**config.mk**
```make
export PLATFORM = sky130hd
export DESIGN_NAME = ascii_number_to_integer_flat
export DESIGN_NICKNAME = d
export VERILOG_FILES = /design/src/hdl/atoi_pkg.sv /design/src/hdl/atoi_in_if.sv /design/src/hdl/atoi_out_if.sv /design/src/hdl/ascii_number_to_integer.sv /design/src/flat_wrapper.sv
export VERILOG_INCLUDE_DIRS = /design/src /design/src/hdl
export SDC_FILE = /design/constraint.sdc
export NUM_CORES = 1
export LEC_CHECK = 0
export ABC_AREA = 1
export ABC_CLOCK_PERIOD_IN_PS = 21400
export BUFFER_PORTS_ARGS = -buffer_cell sky130_fd_sc_hd__buf_2
export CAP_MARGIN = 0
export CORE_MARGIN = 4
export CORE_UTILIZATION = 50
export DETAILED_ROUTE_END_ITERATION = 16
export PLACE_DENSITY = 0.72
export SLEW_MARGIN = 30
export SYNTH_ARGS = -nofsm -noshare
export SYNTH_HDL_FRONTEND = slang
export SYNTH_SLANG_ARGS = --single-unit
```
**constraint.sdc**
```tcl
create_clock -name clk -period 21.4 [get_ports clk]
set_input_delay 5.35 -clock clk [delete_from_list [all_inputs] [get_ports clk]]
set_output_delay 5.35 -clock clk [all_outputs]
set_load 0.02 [all_outputs]
```
**src/hdl/ascii_number_to_integer_macros.svh**
```systemverilog
// ============================================================================
// ASCII number converter assertion macros
// Shared concurrent assertion forms used by the converter RTL.
// ============================================================================
`ifndef ASCII_NUMBER_TO_INTEGER_MACROS_SVH
`define ASCII_NUMBER_TO_INTEGER_MACROS_SVH

// Same-cycle implication, checked while out of reset.
`define ATOI_ASSERT_NOW(name, clk, rst_n, ante, cons, msg) \
  name: assert property (@(posedge clk) disable iff (!rst_n) (ante) |-> (cons)) \
    else $error(msg);

// Next-cycle implication, checked while out of reset.
`define ATOI_ASSERT_NEXT(name, clk, rst_n, ante, cons, msg) \
  name: assert property (@(posedge clk) disable iff (!rst_n) (ante) |=> (cons)) \
    else $error(msg);

`endif

```
**src/hdl/atoi_pkg.sv**
```systemverilog
// ============================================================================
// atoi_pkg
// Widths, codes and constants shared by the ASCII number converter.
// ============================================================================
`timescale 1ns / 1ps

package atoi_pkg;

  // Field widths.
  localparam int CharW = 8;
  localparam int KindW = 2;
  localparam int TwW   = 2;
  localparam int AccW  = 33;
  localparam int ValW  = 33;
  localparam int PosW  = 2;
  localparam int DigW  = 4;
  // Accumulator times sixteen plus a digit fits in this width.
  localparam int ProdW = AccW + 4;

  // Number kinds.
  localparam logic [KindW-1:0] KindUdec = 2'd0;
  localparam logic [KindW-1:0] KindSdec = 2'd1;
  localparam logic [KindW-1:0] KindHex  = 2'd2;

  // Target width codes; the unused code behaves as 32 bits.
  localparam logic [TwW-1:0] Tw8  = 2'd0;
  localparam logic [TwW-1:0] Tw16 = 2'd1;
  localparam logic [TwW-1:0] Tw32 = 2'd2;

  // Characters.
  localparam logic [CharW-1:0] CharZero  = 8'h30;
  localparam logic [CharW-1:0] CharNine  = 8'h39;
  localparam logic [CharW-1:0] CharPlus  = 8'h2B;
  localparam logic [CharW-1:0] CharMinus = 8'h2D;
  localparam logic [CharW-1:0] CharLowA  = 8'h61;
  localparam logic [CharW-1:0] CharLowF  = 8'h66;
  localparam logic [CharW-1:0] CharUpA   = 8'h41;
  localparam logic [CharW-1:0] CharUpF   = 8'h46;

  // Value limits, all as magnitudes in accumulator width.
  localparam logic [AccW-1:0] Uint32Max   = 33'h0_FFFF_FFFF;
  localparam logic [AccW-1:0] Int32Max    = 33'h0_7FFF_FFFF;
  localparam logic [AccW-1:0] Int32MinMag = 33'h0_8000_0000;
  localparam logic [AccW-1:0] Int8Max     = 33'd127;
  localparam logic [AccW-1:0] Int16Max    = 33'd32767;
  localparam logic [AccW-1:0] Uint8Max    = 33'd255;
  localparam logic [AccW-1:0] Uint16Max   = 33'd65535;

  // Character position handling.
  localparam logic [PosW-1:0] PosFirst     = 2'd0;
  localparam logic [PosW-1:0] PosSat       = 2'd3;
  localparam logic [PosW-1:0] HexPrefixLen = 2'd2;

endpackage

```
**src/hdl/atoi_in_if.sv**
```systemverilog
// ============================================================================
// atoi_in_if
// Character channel into the converter: valid/ready plus one character beat.
// ============================================================================
`timescale 1ns / 1ps

interface atoi_in_if;
  logic                         valid;
  logic                         ready;
  logic [atoi_pkg::CharW-1:0]   char_in;
  logic                         first_char;
  logic                         last_char;
  logic [atoi_pkg::KindW-1:0]   number_kind;
  logic [atoi_pkg::TwW-1:0]     target_width;

  modport source (
    output valid, char_in, first_char, last_char, number_kind, target_width,
    input  ready
  );
  modport sink (
    input  valid, char_in, first_char, last_char, number_kind, target_width,
    output ready
  );
endinterface

```
**src/hdl/atoi_out_if.sv**
```systemverilog
// ============================================================================
// atoi_out_if
// Result channel out of the converter: valid/ready plus one result beat.
// ============================================================================
`timescale 1ns / 1ps

interface atoi_out_if;
  logic                               valid;
  logic                               ready;
  logic signed [atoi_pkg::ValW-1:0]   value_out;
  logic                               range_error;

  modport source (
    output valid, value_out, range_error,
    input  ready
  );
  modport sink (
    input  valid, value_out, range_error,
    output ready
  );
endinterface

```
**src/hdl/ascii_number_to_integer.sv**
```systemverilog
// ============================================================================
// ascii_number_to_integer
// Converts a decimal or 0x-prefixed hex token, one character per beat, into
// a binary value truncated to 8, 16 or 32 bits, with a range error flag.
// ============================================================================
// Usage:
//   in_ch carries one character beat with its token flags, number kind and
//   target width. first_char clears the running state before the character
//   is used; last_char makes the block emit one result beat on out_ch.
//   Beats that are not last produce no result.
//   Latency: a result is valid on out_ch the cycle after its last character
//   is accepted. Throughput: one character per cycle, sustained across token
//   boundaries while out_ch takes results; the accumulator update and the
//   range check are done in the accept cycle, from the running state registers.
//   Reset clears the running state and empties the result register.
//   When the receiver stalls, the result register holds its beat and in_ch
//   stays open in the same cycle as the result is taken; while it is held
//   and not taken, in_ch.ready is low.
// ============================================================================
`timescale 1ns / 1ps

`include "ascii_number_to_integer_macros.svh"

module ascii_number_to_integer (
  input  logic        clk,
  input  logic        rst_n,
  atoi_in_if.sink     in_ch,
  atoi_out_if.source  out_ch
);
  import atoi_pkg::*;

  // Running token state.
  logic [AccW-1:0] acc_r, acc_nxt;
  logic            ovf_r, ovf_nxt;
  logic            neg_r, neg_nxt;
  logic [PosW-1:0] pos_r, pos_nxt;

  // Result register.
  logic                   out_valid_r, out_valid_nxt;
  logic signed [ValW-1:0] value_r;
  logic                   err_r;

  logic in_beat;
  logic out_beat;

  // State as seen by this character, after an optional clear.
  logic [AccW-1:0] acc_b;
  logic            ovf_b;
  logic            neg_b;
  logic [PosW-1:0] pos_b;

  logic            is_signed;
  logic            is_hex;
  logic            dig_ok;
  logic [DigW-1:0] dig_val;
  logic            take;
  logic            neg_set;
  logic [AccW-1:0] lim;
  logic [ProdW-1:0] acc_ext;
  logic [ProdW-1:0] prod;
  logic [ProdW-1:0] sum;

  // Per-character next state (before the end-of-token clear).
  logic [AccW-1:0] acc_n;
  logic            ovf_n;
  logic            neg_n;

  // Result formatting.
  logic [AccW-1:0] pos_lim;
  logic [AccW-1:0] neg_lim;
  logic [AccW-1:0] umax;
  logic [AccW-1:0] sval;
  logic [ValW-1:0] value_c;
  logic            err_c;

  // Handshakes: the result register drains in the same cycle it refills.
  assign in_ch.ready = !out_valid_r || out_ch.ready;
  assign in_beat     = in_ch.valid && in_ch.ready;
  assign out_beat    = out_valid_r && out_ch.ready;

  assign is_signed = (in_ch.number_kind == KindSdec);
  assign is_hex    = (in_ch.number_kind == KindHex);

  // A first character starts from a clean state.
  assign acc_b = in_ch.first_char ? '0 : acc_r;
  assign ovf_b = in_ch.first_char ? 1'b0 : ovf_r;
  assign neg_b = in_ch.first_char ? 1'b0 : neg_r;
  assign pos_b = in_ch.first_char ? PosFirst : pos_r;

  // Digit decode for the current base.
  always_comb begin
    dig_ok  = 1'b0;
    dig_val = '0;
    if (in_ch.char_in inside {[CharZero:CharNine]}) begin
      dig_ok  = 1'b1;
      dig_val = DigW'(in_ch.char_in - CharZero);
    end else if (is_hex && (in_ch.char_in inside {[CharLowA:CharLowF]})) begin
      dig_ok  = 1'b1;
      dig_val = DigW'(in_ch.char_in - CharLowA) + DigW'(10);
    end else if (is_hex && (in_ch.char_in inside {[CharUpA:CharUpF]})) begin
      dig_ok  = 1'b1;
      dig_val = DigW'(in_ch.char_in - CharUpA) + DigW'(10);
    end
  end

  // Sign and prefix handling decides whether the character is a digit slot.
  always_comb begin
    take    = 1'b1;
    neg_set = 1'b0;
    if (is_hex) begin
      take = (pos_b >= HexPrefixLen);
    end else if (pos_b == PosFirst) begin
      if (in_ch.char_in == CharPlus) begin
        take = 1'b0;
      end else if ((in_ch.char_in == CharMinus) && is_signed) begin
        take    = 1'b0;
        neg_set = 1'b1;
      end
    end
  end

  assign neg_n = neg_b | neg_set;

  // Overflow limit of the kind, as a magnitude.
  always_comb begin
    if (is_signed) begin
      lim = neg_n ? Int32MinMag : Int32Max;
    end else begin
      lim = Uint32Max;
    end
  end

  // Multiply by the base with shifts and add the digit.
  assign acc_ext = ProdW'(acc_b);
  assign prod    = is_hex ? (acc_ext << 4) : ((acc_ext << 3) + (acc_ext << 1));
  assign sum     = prod + ProdW'(dig_val);

  // Accumulate, or raise the sticky overflow instead of updating.
  always_comb begin
    acc_n = acc_b;
    ovf_n = ovf_b;
    if (take && !ovf_b && dig_ok) begin
      if (sum > ProdW'(lim)) begin
        ovf_n = 1'b1;
      end else begin
        acc_n = AccW'(sum);
      end
    end
  end

  // Target range limits.
  always_comb begin
    case (in_ch.target_width)
      Tw8: begin
        pos_lim = Int8Max;
        umax    = Uint8Max;
      end
      Tw16: begin
        pos_lim = Int16Max;
        umax    = Uint16Max;
      end
      default: begin
        pos_lim = Int32Max;
        umax    = Uint32Max;
      end
    endcase
  end

  assign neg_lim = pos_lim + AccW'(1);
  assign sval    = neg_n ? (-acc_n) : acc_n;

  // Truncate to the target width, sign or zero extended, and flag range.
  always_comb begin
    if (is_signed) begin
      err_c = ovf_n || (neg_n ? (acc_n > neg_lim) : (acc_n > pos_lim));
      case (in_ch.target_width)
        Tw8:     value_c = {{(ValW-8){sval[7]}}, sval[7:0]};
        Tw16:    value_c = {{(ValW-16){sval[15]}}, sval[15:0]};
        default: value_c = {{(ValW-32){sval[31]}}, sval[31:0]};
      endcase
    end else begin
      err_c   = ovf_n || (acc_n > umax);
      value_c = acc_n & umax;
    end
  end

  // Next state: the token state clears once its result is produced.
  always_comb begin
    acc_nxt = acc_r;
    ovf_nxt = ovf_r;
    neg_nxt = neg_r;
    pos_nxt = pos_r;
    if (in_beat) begin
      if (in_ch.last_char) begin
        acc_nxt = '0;
        ovf_nxt = 1'b0;
        neg_nxt = 1'b0;
        pos_nxt = PosFirst;
      end else begin
        acc_nxt = acc_n;
        ovf_nxt = ovf_n;
        neg_nxt = neg_n;
        pos_nxt = (pos_b == PosSat) ? pos_b : pos_b + PosW'(1);
      end
    end
  end

  // Result register occupancy.
  always_comb begin
    out_valid_nxt = out_valid_r;
    if (in_beat && in_ch.last_char) begin
      out_valid_nxt = 1'b1;
    end else if (out_beat) begin
      out_valid_nxt = 1'b0;
    end
  end

  // Control state.
  always_ff @(posedge clk) begin
    if (!rst_n) begin
      acc_r       <= '0;
      ovf_r       <= 1'b0;
      neg_r       <= 1'b0;
      pos_r       <= PosFirst;
      out_valid_r <= 1'b0;
    end else begin
      acc_r       <= acc_nxt;
      ovf_r       <= ovf_nxt;
      neg_r       <= neg_nxt;
      pos_r       <= pos_nxt;
      out_valid_r <= out_valid_nxt;
    end
  end

  // Result payload, loaded with each last-character beat.
  always_ff @(posedge clk) begin
    if (in_beat && in_ch.last_char) begin
      value_r <= $signed(value_c);
      err_r   <= err_c;
    end
  end

  assign out_ch.valid       = out_valid_r;
  assign out_ch.value_out   = value_r;
  assign out_ch.range_error = err_r;

  // The accumulator never grows past the widest limit.
  `ATOI_ASSERT_NOW(a_acc_bound, clk, rst_n, 1'b1, acc_r <= Uint32Max, "accumulator above limit")

  // A last character yields a held result beat and a cleared token state.
  `ATOI_ASSERT_NEXT(a_last_result, clk, rst_n, in_beat && in_ch.last_char, out_valid_r && (acc_r == '0) && !ovf_r && !neg_r && (pos_r == PosFirst), "last beat did not produce result")

  // A held, untaken result blocks the character channel.
  `ATOI_ASSERT_NOW(a_stall_block, clk, rst_n, out_valid_r && !out_ch.ready, !in_ch.ready, "input open while result stalled")

endmodule
```
**src/flat_wrapper.sv**
```systemverilog
// flat-port wrapper written by rule: the top's interface ports become plain ports
module ascii_number_to_integer_flat import atoi_pkg::*;
  (clk, rst_n, in_ch_valid, in_ch_char_in, in_ch_first_char, in_ch_last_char, in_ch_number_kind, in_ch_target_width, in_ch_ready, out_ch_valid, out_ch_value_out, out_ch_range_error, out_ch_ready);
  atoi_in_if in_ch_i ();
  atoi_out_if out_ch_i ();
  input  logic clk;
  input  logic rst_n;
  input wire logic [$bits(in_ch_i.valid)-1:0] in_ch_valid;
  input wire logic [$bits(in_ch_i.char_in)-1:0] in_ch_char_in;
  input wire logic [$bits(in_ch_i.first_char)-1:0] in_ch_first_char;
  input wire logic [$bits(in_ch_i.last_char)-1:0] in_ch_last_char;
  input wire logic [$bits(in_ch_i.number_kind)-1:0] in_ch_number_kind;
  input wire logic [$bits(in_ch_i.target_width)-1:0] in_ch_target_width;
  output wire logic [$bits(in_ch_i.ready)-1:0] in_ch_ready;
  output wire logic [$bits(out_ch_i.valid)-1:0] out_ch_valid;
  output wire logic [$bits(out_ch_i.value_out)-1:0] out_ch_value_out;
  output wire logic [$bits(out_ch_i.range_error)-1:0] out_ch_range_error;
  input wire logic [$bits(out_ch_i.ready)-1:0] out_ch_ready;
  assign in_ch_i.valid = in_ch_valid;
  assign in_ch_i.char_in = in_ch_char_in;
  assign in_ch_i.first_char = in_ch_first_char;
  assign in_ch_i.last_char = in_ch_last_char;
  assign in_ch_i.number_kind = in_ch_number_kind;
  assign in_ch_i.target_width = in_ch_target_width;
  assign in_ch_ready = in_ch_i.ready;
  assign out_ch_valid = out_ch_i.valid;
  assign out_ch_value_out = out_ch_i.value_out;
  assign out_ch_range_error = out_ch_i.range_error;
  assign out_ch_i.ready = out_ch_ready;
  ascii_number_to_integer u_core (.clk(clk), .rst_n(rst_n), .in_ch(in_ch_i), .out_ch(out_ch_i));
endmodule
```
==> results of run 1 <==
cell families (layout without fill, tap and decap cells):
family	after synthesis	after routing
buffers and inverters	298	336
AND/OR/NAND/NOR	1156	1156
AO/OA/AOI/OAI	224	224
adder cells (fa/ha/maj)	111	111
XOR/XNOR	34	34
flip-flops	72	72
flip-flops by register name (all words and copies together), names as in the netlist:
name / cells
u_core.out_ch.range_error: 1
u_core.ovf_r: 1
u_core.out_ch.valid: 1
u_core.acc_r: 33
u_core.pos_r: 2
u_core.out_ch.value_out: 33
u_core.neg_r: 1
cells in the mapped netlist (all sizes together) (3+ instances only):
master / count
dfxtp: 38
nand4: 47
buf: 18
o21ai: 71
a21oi: 122
clkbuf: 22
nand3: 175
o21a: 7
clkinv: 3
edfxtp: 34
inv: 255
o211ai: 3
nor2: 227
nand2: 657
a21o: 4
xor2: 30
xnor2: 4
nor4: 7
nand3b: 12
nor3: 26
ha: 110
o21bai: 3
layout make-up:
type	count	area (µm²)	area share
clock buffers	9	225.2	0.01893
clock inverters	7	120.1	0.01009
inverters	258	968.4	0.08139
multi-input cells	1525	8100	0.6808
flip-flops and latches	72	1782	0.1497
well taps	280	350.3	0.02944
repair buffers	62	352.8	0.02965
layout by cell type (no fill, tap or decap), types with 34 or more instances in the layout:
| master | instances |
|---|---|
| o21ai_0 | 47 |
| inv_1 | 233 |
| nand2_1 | 626 |
| edfxtp_1 | 34 |
| nor2_1 | 195 |
| nand3_1 | 160 |
| buf_2 | 53 |
| ha_1 | 110 |
| a21oi_1 | 112 |
| nand4_1 | 47 |
| dfxtp_1 | 38 |
per-stage QoR:
stage,hold WS [ns],power [mW]
floorplan,0.4453,0.2071
global placement,0.4542,0.2282
detailed placement,0.4556,0.2291
CTS,0.4649,0.4070
global route,0.4874,0.4227
finish,0.4675,0.4086
worst min-delay path, delay by kind of cell, from the launching register on:
family	cells	cell delay [ns]
DFF	1	0.31
and+or+nand+nor	1	0.06
AOI/OAI and AO/OA	1	0.05
power by group:
group	internal, mW	total, mW	switching (mW)
logic	0.0217	0.0791	0.0574
registers	0.148	0.149	0.00121
clock network	0.114	0.180	0.0660
total	0.284	0.409	0.125
how the worst max path moves through the flow:
stage | end | slack (ns) | depth (start not counted)
2_1_floorplan | u_core.out_ch.range_error | 8.77 | 49
3_3_place_gp | u_core.out_ch.range_error | 7.42 | 47
3_5_place_dp | u_core.out_ch.range_error | 7.22 | 47
4_1_cts | u_core.out_ch.range_error | 7.58 | 47
5_1_grt | u_core.out_ch.range_error | 6.89 | 48
6_report | u_core.out_ch.range_error | 7.75 | 47
layer usage:
layer  vias up  wire, µm  track usage
met5         -         0            0
met4         0      1594       0.1136
met3        91      2729      0.04480
met2       490     16680       0.4871
met1      5729     17360       0.4273
li1       6216         -            -
==> reports/metrics.cfg, run 1 <==
[yosys]
synth_cells = 1895
synth_top_family_by_area = simple AND/OR/NAND/NOR gates
synth-xor-area-share = 0.02694
synth_fp_nets = 2024
synthMuxAreaShare = 0
synthAdderAreaFrac = 0.1263
yosysSeqAreaShare = 0.1612
synthesis.area_um2 = 11050
avgSynthCellArea_um2 = 5.832
ys_ff_latch = 72
ys.flop_type = dfxtp_1
synthSimpleGateAreaFrac = 0.4583
synth.area.top_cells = nand2_1 21%, ha_1 12%, edfxtp_1 9.2%
async_reset_ff_frac = 0
synth_compound_area_frac = 0.1188
synth_area_leader_cell = nand2_1
yosysUniqueCellTypes = 53
synth_top_area_frac = 0.2126
yosys_warnings = 0
synth_edf_count = 34

[worst_setup_path]
required_ns = 21.50
cpMostUsedCell = nand2_1
critPathLaunchType = input pin
crit_fanout = 47
crit_start = in_ch_first_char
path_delay_family = simple AND/OR/NAND/NOR gates
critPathMaxStageDelay_ns = 0.53
end_kind = flop
cp_slowest_cell = or4_1
ff2ff_path_depth = 41
regToRegEndpoint = u_core.out_ch.range_error
worstSetupPathType = in2reg
regToRegStartpoint = u_core.acc_r[0]
r2r_setup_slack_ns = 13.21
crit_arrival_ns = 13.75
crit_buf_inv = 11

[flow_run]
maxCapViolCount = 0

[die]
die_w_um = 156.7
start_util = 0.5080
fp-row-count = 54
die-area_um2 = 24550
core_um2 = 21760
io_pins = 54
die_h_um = 156.7

[grt]
antenna_found_initial = 0
first_global_vias = 11390
grt_pass1_wl_mm = 60.26
overflow = 0
grt_max_degree = 48
track_usage = 0.3083

[drt]
via_per_inst = 5.660
drtPass1Iterations = 6
drc = 0
wl_per_cell_um = 17.34
postRouteAntennaNets = 0
drt-initial-drc-count = 1110
vias = 12530
routed_wl_mm = 38.37

[timing]
fin_crit_sh = 0.6380
min_period_ns = 13.65
setup_viol = 0
relSlewSlack = 0.3596
tightest_slew_ns = 0.9583
fmax_ghz = 0.07324
grt_setup_unrepaired = no
slew_violations = 0
skew_ns = 0.01096
setup_ws_ns = 7.747
hold_viol_final = 0
totalNegativeSetupSlack_ns = 0

[finish]
final_area_um2 = 11900
drive_above_1_share = 0.1066
instances_no_fill = 2213
fin_util = 0.5469
nets = 2057
diodes = 0
fillers = 2291
area_delta_synth_final_pct = 7.664

[cts]
cts.clk_slew.worst_paths_ns = 0.07
htree_levels = 3
cts_buffer_depth = 2
hold_buffers = 0
cts_buffers = 9
post_cts_buffers = 0
numClockSinks = 72
cts_root_buf = clkbuf_16
tritoncts = built
worstSkewPairLatency_ns = 0.35
cts_resized = 0

[min_path]
whs_path_depth = 2
min_to = u_core.acc_r[27]
hp-class = reg2reg
hp-start = u_core.acc_r[27]

[place]
hpwl_mm = 31.10
placed_area_um2 = 11520
dp_cells = 2196
place_ws_ns = 7.223
gp_congestion = 1.016
portBuffers = 53

[power]
leakagePower_nw = 6.469
p_per_area_nw_per_um2 = 34.34
ir_drop_mv = 0.05586

[outcome]
status = complete, no violations

No activity file was read; power rests on OpenSTA's default activity.
==> run 2: changes to the inputs <==
--- a/config.mk
+++ b/config.mk
@@ -6,14 +6,14 @@
 export SDC_FILE = /design/constraint.sdc
 export NUM_CORES = 1
 export LEC_CHECK = 0
-export ABC_AREA = 1
-export ABC_CLOCK_PERIOD_IN_PS = 21400
+export ABC_AREA = 0
+export ABC_CLOCK_PERIOD_IN_PS = 11300
 export BUFFER_PORTS_ARGS = -buffer_cell sky130_fd_sc_hd__buf_2
 export CAP_MARGIN = 0
 export CORE_MARGIN = 4
 export CORE_UTILIZATION = 50
 export DETAILED_ROUTE_END_ITERATION = 16
-export PLACE_DENSITY = 0.72
+export PLACE_DENSITY = 0.75
 export SLEW_MARGIN = 30
 export SYNTH_ARGS = -nofsm -noshare
 export SYNTH_HDL_FRONTEND = slang
==> constraint.sdc (replaced) <==
create_clock -name clk -period 11.3 [get_ports clk]
set_input_delay 2.825 -clock clk [delete_from_list [all_inputs] [get_ports clk]]
set_output_delay 2.825 -clock clk [all_outputs]
set_load 0.02 [all_outputs]
==> reports/metrics.cfg, run 2 <==
[die]
die-area_um2 = 25000  ; was 24550 µm²
fp-row-count = 54  ; unchanged
start_util = 0.5115  ; was 0.5080
core_um2 = 22030  ; was 21760 µm²
io_pins = 54  ; unchanged
die_h_um = 158.1  ; was 156.7 µm
die_w_um = 158.1  ; was 156.7 µm

[worst_setup_path]
crit_arrival_ns = 11.03  ; was 13.75 ns
cpMostUsedCell = a21o_1  ; was nand2_1
cp_slowest_cell = a2111oi_4  ; was or4_1
required_ns = 11.38  ; was 21.50 ns
regToRegStartpoint = u_core.acc_r[6]  ; was u_core.acc_r[0]
r2r_setup_slack_ns = 2.34  ; was 13.21 ns
ff2ff_path_depth = 35  ; was 41
critPathMaxStageDelay_ns = 0.60  ; was 0.53 ns
worstSetupPathType = in2reg  ; unchanged
critPathLaunchType = input pin  ; unchanged
regToRegEndpoint = u_core.out_ch.range_error  ; unchanged
end_kind = flop  ; unchanged
crit_fanout = 12  ; was 47
crit_buf_inv = 3  ; was 11
path_delay_family = compound AO/OA/AOI/OAI gates  ; was simple AND/OR/NAND/NOR gates

[finish]
instances_no_fill = 1819  ; was 2213
diodes = 0  ; unchanged
mostFrequentLayoutCell = nand2_1  ; unchanged
drive_above_1_share = 0.1410  ; was 0.1066
fillers = 2044  ; was 2291
area_delta_synth_final_pct = 11.35  ; was 7.664%
nets = 1663  ; was 2057
mostFrequentLayoutCells = 140 x nand2_1, 121 x nor2_1, 109 x ha_1, 85 x a21oi_1, 71 x o21ai_0  ; was 626 x nand2_1, 233 x inv_1, 195 x nor2_1, 160 x nand3_1, 112 x a21oi_1

[drt]
drtPass1Iterations = 5  ; was 6
postRouteAntennaNets = 0  ; unchanged
vias = 12070  ; was 12530
drt-initial-drc-count = 1202  ; was 1110
routed_wl_mm = 38.53  ; was 38.37 mm
via_per_inst = 6.636  ; was 5.660
drc = 0  ; unchanged
wl_per_cell_um = 21.18  ; was 17.34 µm

[timing]
min_period_ns = 10.96
relSlewSlack = 0.3361  ; was 0.3596
slew_violations = 0  ; unchanged
fin_crit_sh = 0.9695
skew_ns = 0.01465  ; was 0.01096 ns
tightest_slew_ns = 0.9944  ; was 0.9583 ns
fmax_ghz = 0.09128
hold_ws_ns = 0.5047  ; was 0.4675 ns
setup_viol = 0  ; unchanged
hold_viol_final = 0  ; unchanged

[power]
p_per_area_nw_per_um2 = 58.15  ; was 34.34 nW/µm²
clkPwrFrac = 0.480  ; was 0.441
ir_drop_mv = 0.05827  ; was 0.05586 mV
intPower_uw = 536.1  ; was 284.0 µW
p_sw_frac = 0.2652  ; was 0.3049
seq_power_share = 0.383  ; was 0.365
leakagePower_nw = 5.535  ; was 6.469 nW
combPwrFrac = 0.137  ; was 0.194
p_switching_uw = 193.5  ; was 124.6 µW

[grt]
gr-usage-met2 = 0.4876  ; was 0.4871
grt_use_met3 = 0.04155  ; was 0.04480
grt_max_degree = 56  ; was 48
overflow = 0  ; unchanged
grt_util_met1 = 0.4041  ; was 0.4273
first_global_vias = 11310  ; was 11390
grt_busiest_layer = met2  ; unchanged
track_usage = 0.3007  ; was 0.3083
antenna_found_initial = 0  ; unchanged
grt_pass1_wl_mm = 60.36  ; was 60.26 mm

[yosys]
synth.area.top_cells = ha_1 12%, edfxtp_1 9.1%, dfxtp_1 6.8%  ; was nand2_1 21%, ha_1 12%, edfxtp_1 9.2%
synth_area_leader_cell = ha_1  ; was nand2_1
synth_fp_nets = 1621  ; was 2024
ys.flop_type = dfxtp_1  ; unchanged
yosysSeqAreaShare = 0.1581  ; was 0.1612
synth_cells = 1492  ; was 1895
synth_top_area_frac = 0.1222  ; was 0.2126
synth_edf_count = 34  ; unchanged
synthesis.area_um2 = 11270  ; was 11050 µm²
async_reset_ff_frac = 0  ; unchanged
synth_common_cells = 140 x nand2_1, 123 x nor2_1, 110 x ha_1  ; was 626 x nand2_1, 233 x inv_1, 199 x nor2_1
avgSynthCellArea_um2 = 7.552  ; was 5.832 µm²
synth_most_common_cell = nand2_1  ; unchanged
yosysUniqueCellTypes = 96  ; was 53
ys_ff_latch = 72  ; unchanged
yosys_warnings = 0  ; unchanged

[cts]
cts_buffer_depth = 2  ; unchanged
cts.clk_slew.worst_paths_ns = 0.07  ; about the same
cts_buffers = 9  ; unchanged
tritoncts = built  ; unchanged
worstSkewPairLatency_ns = 0.35  ; about the same
numClockSinks = 72  ; unchanged
htree_levels = 3  ; unchanged
cts_root_buf = clkbuf_16  ; unchanged

[place]
portBuffers = 53  ; unchanged
gp_congestion = 0.9433  ; was 1.016
hpwl_mm = 29.31  ; was 31.10 mm
dp_cells = 1800  ; was 2196

[outcome]
status = complete, no violations  ; unchanged

[min_path]
hp-start = u_core.acc_r[32]  ; was u_core.acc_r[27]
whs_path_depth = 1  ; was 2
hp-class = reg2reg  ; unchanged
min_to = u_core.acc_r[32]  ; was u_core.acc_r[27]

[flow_run]
maxCapViolCount = 0  ; unchanged

run 2: changes by cell type after synthesis, sizes merged, moves of 24 or more:
cell / delta
nand2: -517
inv: -213
nand3: -136
nor2: -104
nor2b: +55
xnor2: +52
a21oi: -36
a21o: +33
mux2i: +32
clkbuf: +31
a22oi: +29
and2: +26
nor4: +26
buf: +24
run 2: worst max path at each step:
stage	startpoint	end	depth (start not counted)
after global routing	in_ch_char_in[0]	u_core.out_ch.value_out[18]	43
after CTS	in_ch_char_in[0]	u_core.out_ch.range_error	44
final	in_ch_first_char	u_core.out_ch.range_error	39
after floorplan	in_ch_first_char	u_core.out_ch.range_error	48
after global placement	in_ch_char_in[0]	u_core.out_ch.range_error	44
after detailed placement	in_ch_char_in[0]	u_core.out_ch.range_error	44
run 2: stage by stage:
step           total power [mW]    util  TNS (ns)  cell area [µm²]  worst slack, ns
6_report                 0.7296  0.5696         0            12550           0.3450
5_1_grt                  0.7477  0.5696  -0.07916            12550         -0.03426
4_1_cts                  0.7245  0.5627         0            12390           0.2428
3_5_place_dp             0.3797  0.5464  -0.07799            12030         -0.06180
3_3_place_gp             0.3783  0.5464         0            12030           0.2759
2_1_floorplan            0.3479       -         0            11280          0.06040
run 2: worst register-to-register path, delay by kind of cell (launching register included):
family | cells | cell delay, ns
DFF | 1 | 0.79
AOI/OAI and AO/OA | 15 | 3.92
muxes | 1 | 0.14
and+or+nand+nor | 13 | 2.32
xor gates and xnor gates | 3 | 0.74
buffers and inverters | 1 | 0.19
adders and majority gates | 2 | 0.61
run 2: cells by family after synthesis:
kind of cell | share of synthesized area
compound gates | 0.2583
xor+xnor | 0.06530
fa+ha+maj | 0.1239
buf+inv | 0.05364
flops | 0.1581
mux | 0.04842
simple gates | 0.2923
run 2: power by group through the flow:
stage                     Combinational, mW  Clock (mW)  Sequential (mW)
after floorplan                      0.0560           0            0.292
after global placement               0.0933           0            0.285
after detailed placement             0.0946           0            0.285
after CTS                            0.0952       0.350            0.279
after global routing                  0.107       0.360            0.280
final                                0.0999       0.350            0.279
run 2: what timing repair did:
item	4_1_cts	5_1_grt
buffers inserted	0	2
setup endpoints to repair	0	12
hold buffers	0	0
resized for setup	0	22
run 2: layout make-up:
type | count | area, µm² | share of cell area
inverter | 42 | 157.7 | 0.01257
multi-input combinational | 1283 | 9010 | 0.7182
clock buffer | 13 | 292.8 | 0.02334
clock inverter | 3 | 66.31 | 0.005286
sequential | 72 | 1782 | 0.1420
timing repair buffer | 126 | 887.1 | 0.07071
tap | 280 | 350.3 | 0.02792
run 2: per-layer routing:
layer  share of wire  vias to the layer above
met1            0.42                     5727
met5               0                        -
met4           0.040                        0
li1                -                     5672
met2            0.46                      562
met3           0.074                      110
